## src/rtl/core/dcsv_pkg.sv

```systemverilog
// ----------------------------------------------------------------------------
// dcsv_pkg
// Shared types and constants for the delimited command to servo value block.
// ----------------------------------------------------------------------------
package dcsv_pkg;

    // Character codes
    localparam logic [7:0] CH_NUL   = 8'h00;
    localparam logic [7:0] CH_SPACE = 8'h20;
    localparam logic [7:0] CH_PLUS  = 8'h2B;
    localparam logic [7:0] CH_MINUS = 8'h2D;
    localparam logic [7:0] CH_ZERO  = 8'h30;
    localparam logic [7:0] CH_NINE  = 8'h39;
    localparam logic [7:0] CH_SEP   = 8'h7C;

    // Field parse phases
    localparam logic [1:0] PH_SKIP   = 2'd0;
    localparam logic [1:0] PH_SIGN   = 2'd1;
    localparam logic [1:0] PH_DIGITS = 2'd2;
    localparam logic [1:0] PH_DONE   = 2'd3;

    // Field numbers
    localparam logic [1:0] FLD_THR  = 2'd0;
    localparam logic [1:0] FLD_ANG1 = 2'd1;
    localparam logic [1:0] FLD_ANG2 = 2'd2;
    localparam logic [1:0] FLD_PAST = 2'd3;

    localparam logic [9:0]  VALUE_MAX = 10'd1023;
    localparam logic [10:0] ACC_CAP   = 11'd1024;

    // Configuration register indexes
    localparam logic [1:0] CFG_THR_LO = 2'd0;
    localparam logic [1:0] CFG_THR_HI = 2'd1;
    localparam logic [1:0] CFG_ANG_LO = 2'd2;
    localparam logic [1:0] CFG_ANG_HI = 2'd3;

    localparam logic [11:0] THR_LO_RST = 12'd1000;
    localparam logic [11:0] THR_HI_RST = 12'd2000;
    localparam logic [7:0]  ANG_LO_RST = 8'd0;
    localparam logic [7:0]  ANG_HI_RST = 8'd180;

    // value (10 bits) times |high - low| (12 bits)
    localparam int PROD_W = 22;

    typedef struct packed {
        logic       take;       // byte item accepted
        logic       snap;       // accepted byte ends the packet
        logic       mul_load;   // form product for field fld
        logic       div_step;   // quotient by reciprocal multiply
        logic       res_store;  // finish field fld
        logic       out_load;   // move results to output registers
        logic [1:0] fld;
    } cmd_t;

endpackage

```

## src/rtl/core/dcsv_ctrl.sv

```systemverilog
// ----------------------------------------------------------------------------
// dcsv_ctrl
// Sequencer: input/output handshakes and the per-field multiply/divide steps.
// ----------------------------------------------------------------------------
module dcsv_ctrl (
    input  logic             clk,
    input  logic             rst_n,
    input  logic             in_valid,
    input  logic             packet_last,
    output logic             in_stall,
    output logic             out_valid,
    input  logic             out_stall,
    output dcsv_pkg::cmd_t   cmd
);

    typedef enum logic [4:0] {
        S_IDLE = 5'b00001,
        S_MUL  = 5'b00010,
        S_DIV  = 5'b00100,
        S_ADD  = 5'b01000,
        S_OUT  = 5'b10000
    } state_t;

    state_t                      state_reg, state_next;
    logic [1:0]                  fld_reg, fld_next;
    logic                        ovld_reg, ovld_next;
    logic                        in_fire;

    assign in_stall  = (state_reg != S_IDLE);
    assign in_fire   = in_valid && !in_stall;
    assign out_valid = ovld_reg;

    always_comb
    begin
        state_next   = state_reg;
        fld_next     = fld_reg;
        ovld_next    = ovld_reg;
        cmd          = '0;
        cmd.fld      = fld_reg;
        cmd.take     = in_fire;
        cmd.snap     = in_fire && packet_last;

        if (ovld_reg && !out_stall)
        begin
            ovld_next = 1'b0;
        end

        case (state_reg)
            S_IDLE:
            begin
                if (in_fire && packet_last)
                begin
                    fld_next   = dcsv_pkg::FLD_THR;
                    state_next = S_MUL;
                end
            end
            S_MUL:
            begin
                cmd.mul_load = 1'b1;
                state_next   = S_DIV;
            end
            S_DIV:
            begin
                cmd.div_step = 1'b1;
                state_next   = S_ADD;
            end
            S_ADD:
            begin
                cmd.res_store = 1'b1;
                if (fld_reg == dcsv_pkg::FLD_ANG2)
                begin
                    state_next = S_OUT;
                end
                else
                begin
                    fld_next   = fld_reg + 1'b1;
                    state_next = S_MUL;
                end
            end
            S_OUT:
            begin
                // wait for the previous result to leave
                if (!ovld_reg || !out_stall)
                begin
                    cmd.out_load = 1'b1;
                    ovld_next    = 1'b1;
                    state_next   = S_IDLE;
                end
            end
            default:
            begin
                state_next = S_IDLE;
            end
        endcase
    end

    always_ff @(posedge clk or negedge rst_n)
    begin
        if (!rst_n)
        begin
            state_reg <= S_IDLE;
            fld_reg   <= '0;
            ovld_reg  <= 1'b0;
        end
        else
        begin
            state_reg <= state_next;
            fld_reg   <= fld_next;
            ovld_reg  <= ovld_next;
        end
    end

endmodule

```

## src/rtl/core/dcsv_datapath.sv

```systemverilog
// ----------------------------------------------------------------------------
// dcsv_datapath
// Byte parser, configuration registers, and the multiply / reciprocal-divide
// scaler with result and output registers.
// ----------------------------------------------------------------------------
module dcsv_datapath #(
    parameter int FULL_SCALE = 1023
) (
    input  logic             clk,
    input  logic             rst_n,
    input  dcsv_pkg::cmd_t   cmd,
    input  logic [7:0]       packet_byte,
    input  logic             packet_last,
    input  logic             cfg_we,
    input  logic [1:0]       cfg_index,
    input  logic [11:0]      cfg_data,
    output logic [11:0]      throttle_pulse,
    output logic [7:0]       first_angle,
    output logic [7:0]       second_angle
);

    localparam int PW = dcsv_pkg::PROD_W;
    // floor(n / FULL_SCALE) = (n * RECIP) >> SH, exact for every PW-bit n
    localparam int SH = PW + $clog2(FULL_SCALE);
    localparam int RW = PW + 1;
    localparam int QW = PW + RW;
    localparam longint RECIP_L =
        ((longint'(1) << SH) + longint'(FULL_SCALE - 1)) / longint'(FULL_SCALE);
    localparam logic [RW-1:0] RECIP = RW'(RECIP_L);

    typedef struct packed {
        logic [1:0]       fld_num;
        logic [1:0]       phase;
        logic             neg;
        logic [10:0]      acc;
        logic             ended;
        logic [2:0][9:0]  vals;
    } parse_t;

    function automatic parse_t close_field(input parse_t p);
        parse_t     q;
        logic [9:0] v;
        q = p;
        if (p.fld_num != dcsv_pkg::FLD_PAST)
        begin
            if (p.neg)
                v = '0;
            else if (p.acc > 11'(dcsv_pkg::VALUE_MAX))
                v = dcsv_pkg::VALUE_MAX;
            else
                v = p.acc[9:0];
            q.vals[p.fld_num] = v;
            q.fld_num         = p.fld_num + 1'b1;
        end
        q.phase = dcsv_pkg::PH_SKIP;
        q.neg   = 1'b0;
        q.acc   = '0;
        return q;
    endfunction

    function automatic parse_t take_char(input parse_t p, input logic [7:0] c);
        parse_t      q;
        logic        dig;
        logic [13:0] a;
        q   = p;
        dig = (c >= dcsv_pkg::CH_ZERO) && (c <= dcsv_pkg::CH_NINE);
        a   = ({3'b0, p.acc} * 14'd10) + {10'b0, c[3:0]};
        if (c == dcsv_pkg::CH_SEP)
        begin
            q = close_field(p);
        end
        else if (p.fld_num != dcsv_pkg::FLD_PAST)
        begin
            case (p.phase)
                dcsv_pkg::PH_SKIP:
                begin
                    if (c == dcsv_pkg::CH_SPACE)
                    begin
                        q.phase = dcsv_pkg::PH_SKIP;
                    end
                    else if (c == dcsv_pkg::CH_PLUS || c == dcsv_pkg::CH_MINUS)
                    begin
                        q.neg   = (c == dcsv_pkg::CH_MINUS);
                        q.phase = dcsv_pkg::PH_SIGN;
                    end
                    else if (dig)
                    begin
                        q.acc   = {7'b0, c[3:0]};
                        q.phase = dcsv_pkg::PH_DIGITS;
                    end
                    else
                    begin
                        q.phase = dcsv_pkg::PH_DONE;
                    end
                end
                dcsv_pkg::PH_SIGN, dcsv_pkg::PH_DIGITS:
                begin
                    if (dig)
                    begin
                        q.acc   = (a > 14'(dcsv_pkg::ACC_CAP)) ? dcsv_pkg::ACC_CAP : a[10:0];
                        q.phase = dcsv_pkg::PH_DIGITS;
                    end
                    else
                    begin
                        q.phase = dcsv_pkg::PH_DONE;
                    end
                end
                default:
                begin
                    q.phase = p.phase;
                end
            endcase
        end
        return q;
    endfunction

    // ---------------- parser ----------------
    parse_t           parse_reg, parse_next;
    logic [2:0][9:0]  snap_reg;

    always_comb
    begin
        parse_next = parse_reg;
        if (!parse_reg.ended)
        begin
            if (packet_byte == dcsv_pkg::CH_NUL)
            begin
                parse_next       = close_field(parse_reg);
                parse_next.ended = 1'b1;
            end
            else
            begin
                parse_next = take_char(parse_reg, packet_byte);
            end
        end
        if (packet_last && !parse_next.ended)
        begin
            parse_next = close_field(parse_next);
        end
    end

    always_ff @(posedge clk or negedge rst_n)
    begin
        if (!rst_n)
        begin
            parse_reg <= '0;
        end
        else if (cmd.snap)
        begin
            parse_reg <= '0;
        end
        else if (cmd.take)
        begin
            parse_reg <= parse_next;
        end
    end

    always_ff @(posedge clk)
    begin
        if (cmd.snap)
        begin
            snap_reg <= parse_next.vals;
        end
    end

    // ---------------- configuration ----------------
    logic [11:0] thr_lo_reg, thr_hi_reg;
    logic [7:0]  ang_lo_reg, ang_hi_reg;

    always_ff @(posedge clk or negedge rst_n)
    begin
        if (!rst_n)
        begin
            thr_lo_reg <= dcsv_pkg::THR_LO_RST;
            thr_hi_reg <= dcsv_pkg::THR_HI_RST;
            ang_lo_reg <= dcsv_pkg::ANG_LO_RST;
            ang_hi_reg <= dcsv_pkg::ANG_HI_RST;
        end
        else if (cfg_we)
        begin
            case (cfg_index)
                dcsv_pkg::CFG_THR_LO: thr_lo_reg <= cfg_data;
                dcsv_pkg::CFG_THR_HI: thr_hi_reg <= cfg_data;
                dcsv_pkg::CFG_ANG_LO: ang_lo_reg <= cfg_data[7:0];
                dcsv_pkg::CFG_ANG_HI: ang_hi_reg <= cfg_data[7:0];
                default:              thr_lo_reg <= thr_lo_reg;
            endcase
        end
    end

    // ---------------- scaler ----------------
    logic [11:0]    lo_sel, hi_sel, mag;
    logic [12:0]    diff;
    logic [9:0]     val_sel;
    logic [PW-1:0]  prod;
    logic [QW-1:0]  qprod, qshift;
    logic [PW-1:0]  sq, res;

    logic [PW-1:0]  quo_reg;
    logic           sneg_reg;
    logic [11:0]    slo_reg;
    logic [11:0]    thr_res_reg;
    logic [7:0]     a1_res_reg, a2_res_reg;
    logic [11:0]    thr_out_reg;
    logic [7:0]     a1_out_reg, a2_out_reg;

    always_comb
    begin
        if (cmd.fld == dcsv_pkg::FLD_THR)
        begin
            lo_sel = thr_lo_reg;
            hi_sel = thr_hi_reg;
        end
        else
        begin
            lo_sel = {4'b0, ang_lo_reg};
            hi_sel = {4'b0, ang_hi_reg};
        end
        diff = {1'b0, hi_sel} - {1'b0, lo_sel};
        mag  = diff[12] ? 12'(13'd0 - diff) : diff[11:0];
        case (cmd.fld)
            dcsv_pkg::FLD_THR:  val_sel = snap_reg[0];
            dcsv_pkg::FLD_ANG1: val_sel = snap_reg[1];
            default:            val_sel = snap_reg[2];
        endcase
        prod = PW'(val_sel) * PW'(mag);

        // divide the held product by FULL_SCALE
        qprod  = QW'(quo_reg) * QW'(RECIP);
        qshift = qprod >> SH;

        sq  = sneg_reg ? (PW'(0) - quo_reg) : quo_reg;
        res = PW'(slo_reg) + sq;
    end

    always_ff @(posedge clk)
    begin
        if (cmd.mul_load)
        begin
            quo_reg  <= prod;
            sneg_reg <= diff[12];
            slo_reg  <= lo_sel;
        end
        else if (cmd.div_step)
        begin
            quo_reg <= qshift[PW-1:0];
        end

        if (cmd.res_store)
        begin
            case (cmd.fld)
                dcsv_pkg::FLD_THR:  thr_res_reg <= res[11:0];
                dcsv_pkg::FLD_ANG1: a1_res_reg  <= res[7:0];
                default:            a2_res_reg  <= res[7:0];
            endcase
        end

        if (cmd.out_load)
        begin
            thr_out_reg <= thr_res_reg;
            a1_out_reg  <= a1_res_reg;
            a2_out_reg  <= a2_res_reg;
        end
    end

    assign throttle_pulse = thr_out_reg;
    assign first_angle    = a1_out_reg;
    assign second_angle   = a2_out_reg;

endmodule

```

## src/rtl/core/delimited_command_to_servo_values.sv

```systemverilog
// ----------------------------------------------------------------------------
// delimited_command_to_servo_values
// Parses "a|b|c" command text one byte item per cycle and, on the byte marked
// last, gives one item: a throttle pulse width and two servo angles, each
// value (saturated to 0..1023) scaled as low + value*(high-low)/FULL_SCALE,
// truncated toward zero. Bytes are taken at one per cycle. After the byte
// marked last is accepted, in_stall is high while the three fields go one
// after another through a multiply state, a divide state (a multiply by
// the reciprocal of FULL_SCALE) and an add state, followed by a state that
// loads the output register; that state waits only while the previous
// result is still held on the output. The result then waits in an
// output register, and the next packet's bytes are accepted meanwhile.
// Configuration writes are always ready.
// ----------------------------------------------------------------------------
module delimited_command_to_servo_values #(
    parameter int FULL_SCALE = 1023
) (
    input  logic         clk,
    input  logic         rst_n,
    input  logic         in_valid,
    output logic         in_stall,
    input  logic [7:0]   packet_byte,
    input  logic         packet_last,
    output logic         out_valid,
    input  logic         out_stall,
    output logic [11:0]  throttle_pulse,
    output logic [7:0]   first_angle,
    output logic [7:0]   second_angle,
    input  logic         cfg_valid,
    output logic         cfg_ready,
    input  logic [1:0]   cfg_index,
    input  logic [11:0]  cfg_data
);

    dcsv_pkg::cmd_t cmd;

    assign cfg_ready = 1'b1;

    dcsv_ctrl u_ctrl (
        .clk         (clk),
        .rst_n       (rst_n),
        .in_valid    (in_valid),
        .packet_last (packet_last),
        .in_stall    (in_stall),
        .out_valid   (out_valid),
        .out_stall   (out_stall),
        .cmd         (cmd)
    );

    dcsv_datapath #(
        .FULL_SCALE (FULL_SCALE)
    ) u_datapath (
        .clk            (clk),
        .rst_n          (rst_n),
        .cmd            (cmd),
        .packet_byte    (packet_byte),
        .packet_last    (packet_last),
        .cfg_we         (cfg_valid && cfg_ready),
        .cfg_index      (cfg_index),
        .cfg_data       (cfg_data),
        .throttle_pulse (throttle_pulse),
        .first_angle    (first_angle),
        .second_angle   (second_angle)
    );

    // a packet end always starts the scaler
    a_last_stalls: assert property (@(posedge clk) disable iff (!rst_n)
        in_valid && !in_stall && packet_last |=> in_stall)
        else $error("packet end did not start scaling");

    // ordinary bytes never stall the next cycle
    a_byte_no_stall: assert property (@(posedge clk) disable iff (!rst_n)
        in_valid && !in_stall && !packet_last |=> !in_stall)
        else $error("stall after an ordinary byte");

    // a new result only comes out of the scaling sequence
    a_result_from_scaler: assert property (@(posedge clk) disable iff (!rst_n)
        $rose(out_valid) |-> $past(in_stall))
        else $error("result appeared without scaling");

endmodule
```

## config.mk

```make
export PLATFORM = sky130hd
export DESIGN_NAME = delimited_command_to_servo_values
export DESIGN_NICKNAME = d
export VERILOG_FILES = /design/src/rtl/core/dcsv_pkg.sv /design/src/rtl/core/dcsv_ctrl.sv /design/src/rtl/core/dcsv_datapath.sv /design/src/rtl/core/delimited_command_to_servo_values.sv
export SDC_FILE = /design/constraint.sdc
export NUM_CORES = 1
export LEC_CHECK = 0
export BUFFER_PORTS_ARGS = -buffer_cell sky130_fd_sc_hd__buf_2
export CORE_MARGIN = 8
export CORE_UTILIZATION = 60
export DETAILED_ROUTE_END_ITERATION = 7
export PLACE_DENSITY_LB_ADDON = 0.3
export SYNTH_ARGS = -nofsm -noshare
export SYNTH_HDL_FRONTEND = slang
export SYNTH_SLANG_ARGS = --single-unit
```

## constraint.sdc

```tcl
create_clock -name clk -period 22.3 [get_ports clk]
set_input_delay 4.46 -clock clk [delete_from_list [all_inputs] [get_ports clk]]
set_output_delay 4.46 -clock clk [all_outputs]
set_load 0.01 [all_outputs]
```

## After elaboration in Yosys (flattened, before gate mapping)

Cells that the tools add are included.

- Flip-flop bits (word level): 216
- Input port bits: 28
- Output and inout port bits: 31

- $add $sub $neg: 8
- Multipliers: 3
- Order comparisons: 9
- Eq/ne operators: 23
- Muxes and demuxes: 67
- Bitwise operators: 1
- Reductions and logical operators: 34

Operator list:

| cell | count |
|---|---|
| 2-to-1 mux 47 bit | 5 |
| 2-to-1 mux 10 bit | 14 |
| 2-to-1 mux 30 bit | 4 |
| bitwise mux 30 bit | 3 |
| 2-to-1 mux 12 bit | 5 |
| multiplier 22 x 23 -> 45 bit, second input constant | 1 |
| 2-to-1 mux 11 bit | 4 |
| 2-to-1 mux 22 bit | 2 |
| demux 10 bit (select 2 bit) | 2 |
| 2-to-1 mux 14 bit | 2 |
| one-hot mux 5 bit (5 select lines) | 1 |
| equality test 8 x 6 -> 1 bit, second input constant | 3 |
| subtractor 1 x 12 -> 12 bit, first input constant | 2 |
| greater-than comparator 11 x 10 -> 1 bit, second input constant | 2 |
| multiplier 10 x 12 -> 22 bit | 1 |
| one-hot mux 11 bit (2 select lines) | 1 |
| one-hot mux 10 bit (2 select lines) | 1 |
| AND reduction 2 bit | 8 |
| 2-to-1 mux 5 bit | 3 |
| adder 14 x 4 -> 14 bit | 1 |
| greater-than comparator 14 x 11 -> 1 bit, second input constant | 1 |
| 2-to-1 mux 2 bit | 7 |
| multiplier 11 x 3 -> 13 bit, second input constant | 1 |
| subtractor 12 x 12 -> 13 bit | 1 |
| other kinds (32) | 70 |

## Longest topological paths before layout

- Depth after elaboration: 22
- Mapped depth: 39

## By module

A second synthesis with hierarchy kept.

- Cell total of the unflattened synthesis: 1887
- Area total of the unflattened synthesis: 18734.2 um^2

By module, submodules not included:

| module | instances | cells each | area each (um^2) | seq. area each (um^2) |
|---|---|---|---|---|
| dcsv_datapath | 1 | 1838 | 18258.8 | 5830.6 |
| dcsv_ctrl | 1 | 47 | 464.2 | 201.4 |
| delimited_command_to_servo_values | 1 | 2 | 11.3 | 0.0 |

## Worst setup path after synthesis

OpenSTA, ideal clock, no wires.

- Path type: reg2reg
- Start point: register u_ctrl.fld_reg[0]
- End point: register u_datapath.quo_reg[21] (data pin)
- Arrival time: 8.672 ns
- Slack: 13.363 ns
- Stages on the path, launching flop included: 39
- Period minus slack after synthesis: 8.937 ns
- Path through: dfrtp_1 inv_1 ha_1 clkbuf_1 buf_1 clkbuf_1 mux2i_1 inv_1 fa_1 nor2b_1 o21ai_0 a21boi_0 o21ai_0 a211oi_1 o21ai_0 a21oi_1 clkbuf_1 nor2_1 (+3 left out) fa_1 inv_1 fa_1 fa_1 inv_1 fa_1 inv_1 ha_1 o21a_1 o21a_1 nor2b_1 a211oi_1 o31ai_1 nor3_1 o21ai_0 a31oi_1 xnor2_1 nor2_1

- Word-level cells in the longest chain between the ends: 7
- Elaborated cells on any way between the ends: 10

Ends and longest elaborated chain:

| what | line | text |
|---|---|---|
| start, declared | dcsv_ctrl.sv:25 | `logic [1:0] fld_reg, fld_next;` |
| start signal, assigned | dcsv_ctrl.sv:108 | `fld_reg <= fld_next;` |
| logical NOT 2 bit * | dcsv_datapath.sv:209 | `if (cmd.fld == dcsv_pkg::FLD_THR)` |
| 2-to-1 mux 12 bit * | dcsv_datapath.sv:209 |  |
| via u_datapath.lo_sel[1] | dcsv_datapath.sv:192 | `logic [11:0] lo_sel, hi_sel, mag;` |
| subtractor 12 x 12 -> 13 bit * | dcsv_datapath.sv:219 | `diff = {1'b0, hi_sel} - {1'b0, lo_sel};` |
| subtractor 1 x 12 -> 12 bit | dcsv_datapath.sv:220 | `mag = diff[12] ? 12'(13'd0 - diff) : diff[11:0];` |
| 2-to-1 mux 12 bit * | dcsv_datapath.sv:220 |  |
| multiplier 10 x 12 -> 22 bit * | dcsv_datapath.sv:226 | `prod = PW'(val_sel) * PW'(mag);` |
| 2-to-1 mux 22 bit * | dcsv_datapath.sv:238 | `if (cmd.mul_load)` |
| end signal, assigned | dcsv_datapath.sv:240 | `quo_reg <= prod;` |
| end signal, assigned | dcsv_datapath.sv:246 | `quo_reg <= qshift[PW-1:0];` |
| end, declared | dcsv_datapath.sv:199 | `logic [PW-1:0] quo_reg;` |

The timed path passes the listed nets; every way through them passes the cells marked *.
A chain may end at the register's enable or synchronous reset.

## Worst setup path in the final report

- Start point: register u_ctrl.fld_reg[0]
- End point: register u_datapath.quo_reg[21] (data pin)

- Elaborated cells on any way between the ends: 10

RTL lines:

| what | line | text |
|---|---|---|
| logical NOT 2 bit | dcsv_datapath.sv:209 |  |
| 2-to-1 mux 12 bit | dcsv_datapath.sv:209 |  |
| via u_datapath.lo_sel[0] | dcsv_datapath.sv:192 |  |
| subtractor 12 x 12 -> 13 bit | dcsv_datapath.sv:219 |  |
| via u_datapath.diff[12] | dcsv_datapath.sv:193 | `logic [12:0] diff;` |
| 2-to-1 mux 12 bit | dcsv_datapath.sv:220 |  |
| multiplier 10 x 12 -> 22 bit | dcsv_datapath.sv:226 |  |
| 2-to-1 mux 22 bit | dcsv_datapath.sv:238 |  |

The timed path passes the listed nets, and every way through them passes these cells.

==> results.yml <==
timing:
  timing.hold.ws_ps: 417
  tightestPinTransition_ps: 1140
  maxSlewHeadroom_pct: 24.2
  hold_violations: 0
  setup-tns-final_ps: 0
  timing.fmax_mhz: 99.8
  drv_slew: 0
  setup_viol: 0
  skew_ps: 16.2
  period_minus_slack_ps: 10020
  fin_crit_sh_pct: 44.9
  rsz0062_at_grt: "false"
critical_path:
  critPathKind: "register to register"
  startpoint: "u_ctrl.fld_reg[0]$_DFFE_PN0P_"
  slowest_stage: "a21oi_1"
  r2r-start: "u_ctrl.fld_reg[0]$_DFFE_PN0P_"
  cp_slowest_stage_delay_ps: 620
  critical_path_required_ps: 22550
  cp.arrival_ps: 10280
  crit_path_max_fanout: 36
  crit_path_end_kind: "register"
  crit_top_cell: "fa_1"
  crit_path_start_kind: "register"
  rr_worst_depth: 36
grt:
  antenna_found_initial: 0
  grt_max_degree: 62
  grt_use_total_pct: 23.6
  grt_overflow: 0
  grt_pass1_wl_um: 71500
  first_global_vias: 14400
detailed_routing:
  num_vias: 14100
  drtIter0Drc: 915
  viasPerCell: 6.05
  first_pass_iters: 6
  route.detailed.drc: 0
  antenna_left: 0
  wl_per_cell_um: 18.4
  routed_wl_um: 42800
clock_network:
  h-tree-depth: 1
  cts-buffers-inserted: 25
  insertion_delay_ps: 540
  cts_sinks: 216
  cts_tree: "built"
  cts_hold_buf: 0
  clkTransAtPathRegs_ps: 60
  cts_root_buf: "clkbuf_16"
  post_cts_buffers: 0
  cts_max_path_buffers: 3
  cts_repair_resize_count: 0
synth:
  syn_avg_cell_area_um2: 9.92
  synthCells: 1874
  synth-async-reset-ratio_pct: 44.0
  yosys.cell_types.count: 80
  yosysWarnings: 0
  ys_seq_elements: 216
  ys_dominant_reg_cell: "edfxtp_1"
  synth_edf_count: 121
  syn_nets: 2252
  synth_area_um2: 18600
  yosysSeqAreaShare_pct: 32.4
die:
  core_um2: 30600
  chipWidth_um: 192
  chipHeight_um: 192
  initial_core_util_pct: 60.8
  ios: 59
  rows: 64
  die_area_um2: 36900
hold_path:
  hp-start: "u_datapath.a2_res_reg[5]$_DFFE_PP_"
  hold_depth: 0
  holdCritPathClass: "register to register"
final_layout:
  layout_common_cells: "ha_1 (254), nand2_1 (195), inv_1 (188), nor2_1 (135), edfxtp_1 (121)"
  n_antenna_cell: 0
  fillers: 2397
  drive_gt1_share_pct: 10.6
  area_growth_pct: 7.62
  layout_commonest_cell: "ha_1"
  final_nets: 2289
  largest_reg_flops: 47
placed_design:
  dp_hpwl_um: 32200
  finalWeightedCongestion: 0.918
  io_buffers: 57
run:
  max_cap_violations: 0
run_status:
  run_status: "finished, final reports clean"
[area by class of cell]
type	count	area [um2]	share of cell area (%)
clock buffer	30	654	3.27
multi-input combinational	1412	11600	58.1
inverter	188	706	3.53
tap	396	495	2.48
sequential	216	6030	30.2
timing repair buffer	68	370	1.85
clock inverter	16	123	0.613
[path summary, 6_finish.rpt]
path	endpoint	slack (ps)
min	u_datapath.second_angle[5]$_DFFE_PP_	420
max	u_datapath.quo_reg[21]$_SDFFCE_PN0P_	12280
min reg2reg	u_datapath.second_angle[5]$_DFFE_PP_	420
max in group asynchronous	u_ctrl.state_reg[4]$_DFFE_PN0P_	17220
min in group asynchronous	u_datapath.parse_reg[26]$_DFFE_PN0N_	3890
max reg2reg	u_datapath.quo_reg[21]$_SDFFCE_PN0P_	12280
[cell usage after synthesis, drive strengths merged, types with 17 or more instances]
library cell  instances  area [um2]
a211oi               17         133
a21o                 23         173
a21oi                87         447
a22oi                23         173
and2                 22         138
clkbuf               51         191
dfrtp                78        1950
dfstp                17         447
edfxtp              121        3630
fa                   96        1920
ha                  254        3180
inv                 188         706
mux2                 49         552
mux2i                25         250
nand2               195         732
nand2b               21         139
nand3                25         138
nor2                135         507
nor2b                30         188
nor3                 29         155
o21ai                95         475
xnor2                47         412
xor2                 35         307
[cell families after synthesis]
group,synth area share (%)
flops,32.4
other cells,0.0202
xor+xnor,3.86
buf+inv,5.09
mux,4.31
simple gates,13.5
compound gates,13.4
fa+ha+maj,27.4
[through the flow]
step	setup slack, ps	util, %	cell area, um2	instances
6_report	12280	65.4	20000	2326
5_1_grt	11640	65.4	20000	2326
4_1_cts	12400	65.4	20000	2326
3_5_place_dp	12470	62.9	19200	2280
3_3_place_gp	12880	62.9	19200	2280
2_1_floorplan	13360	-	18600	1874
[critical path, delay by kind of cell, from the launching register on]
family / cells / cell delay, ps
AO/OA/AOI/OAI: 12 / 2680
XOR/XNOR: 2 / 730
adder cells (fa/ha/maj): 9 / 3690
buffers and inverters: 6 / 830
flip-flops: 1 / 420
multiplexers: 1 / 410
AND/OR/NAND/NOR: 6 / 980
[routing by layer]
metal  vias up  track usage, %  routed length, um  share of wire (%)
met3        90            2.81               2370                5.5
met4         0            6.73               1020                2.4
li1       6655               -                  -                  -
met2       431            41.9              21200                 50
met5         -               0                  0                  0
met1      6900            30.1              18200                 42
Power is not shown: default switching activity piles up to over one toggle a cycle in this logic, so the estimate is an artifact.
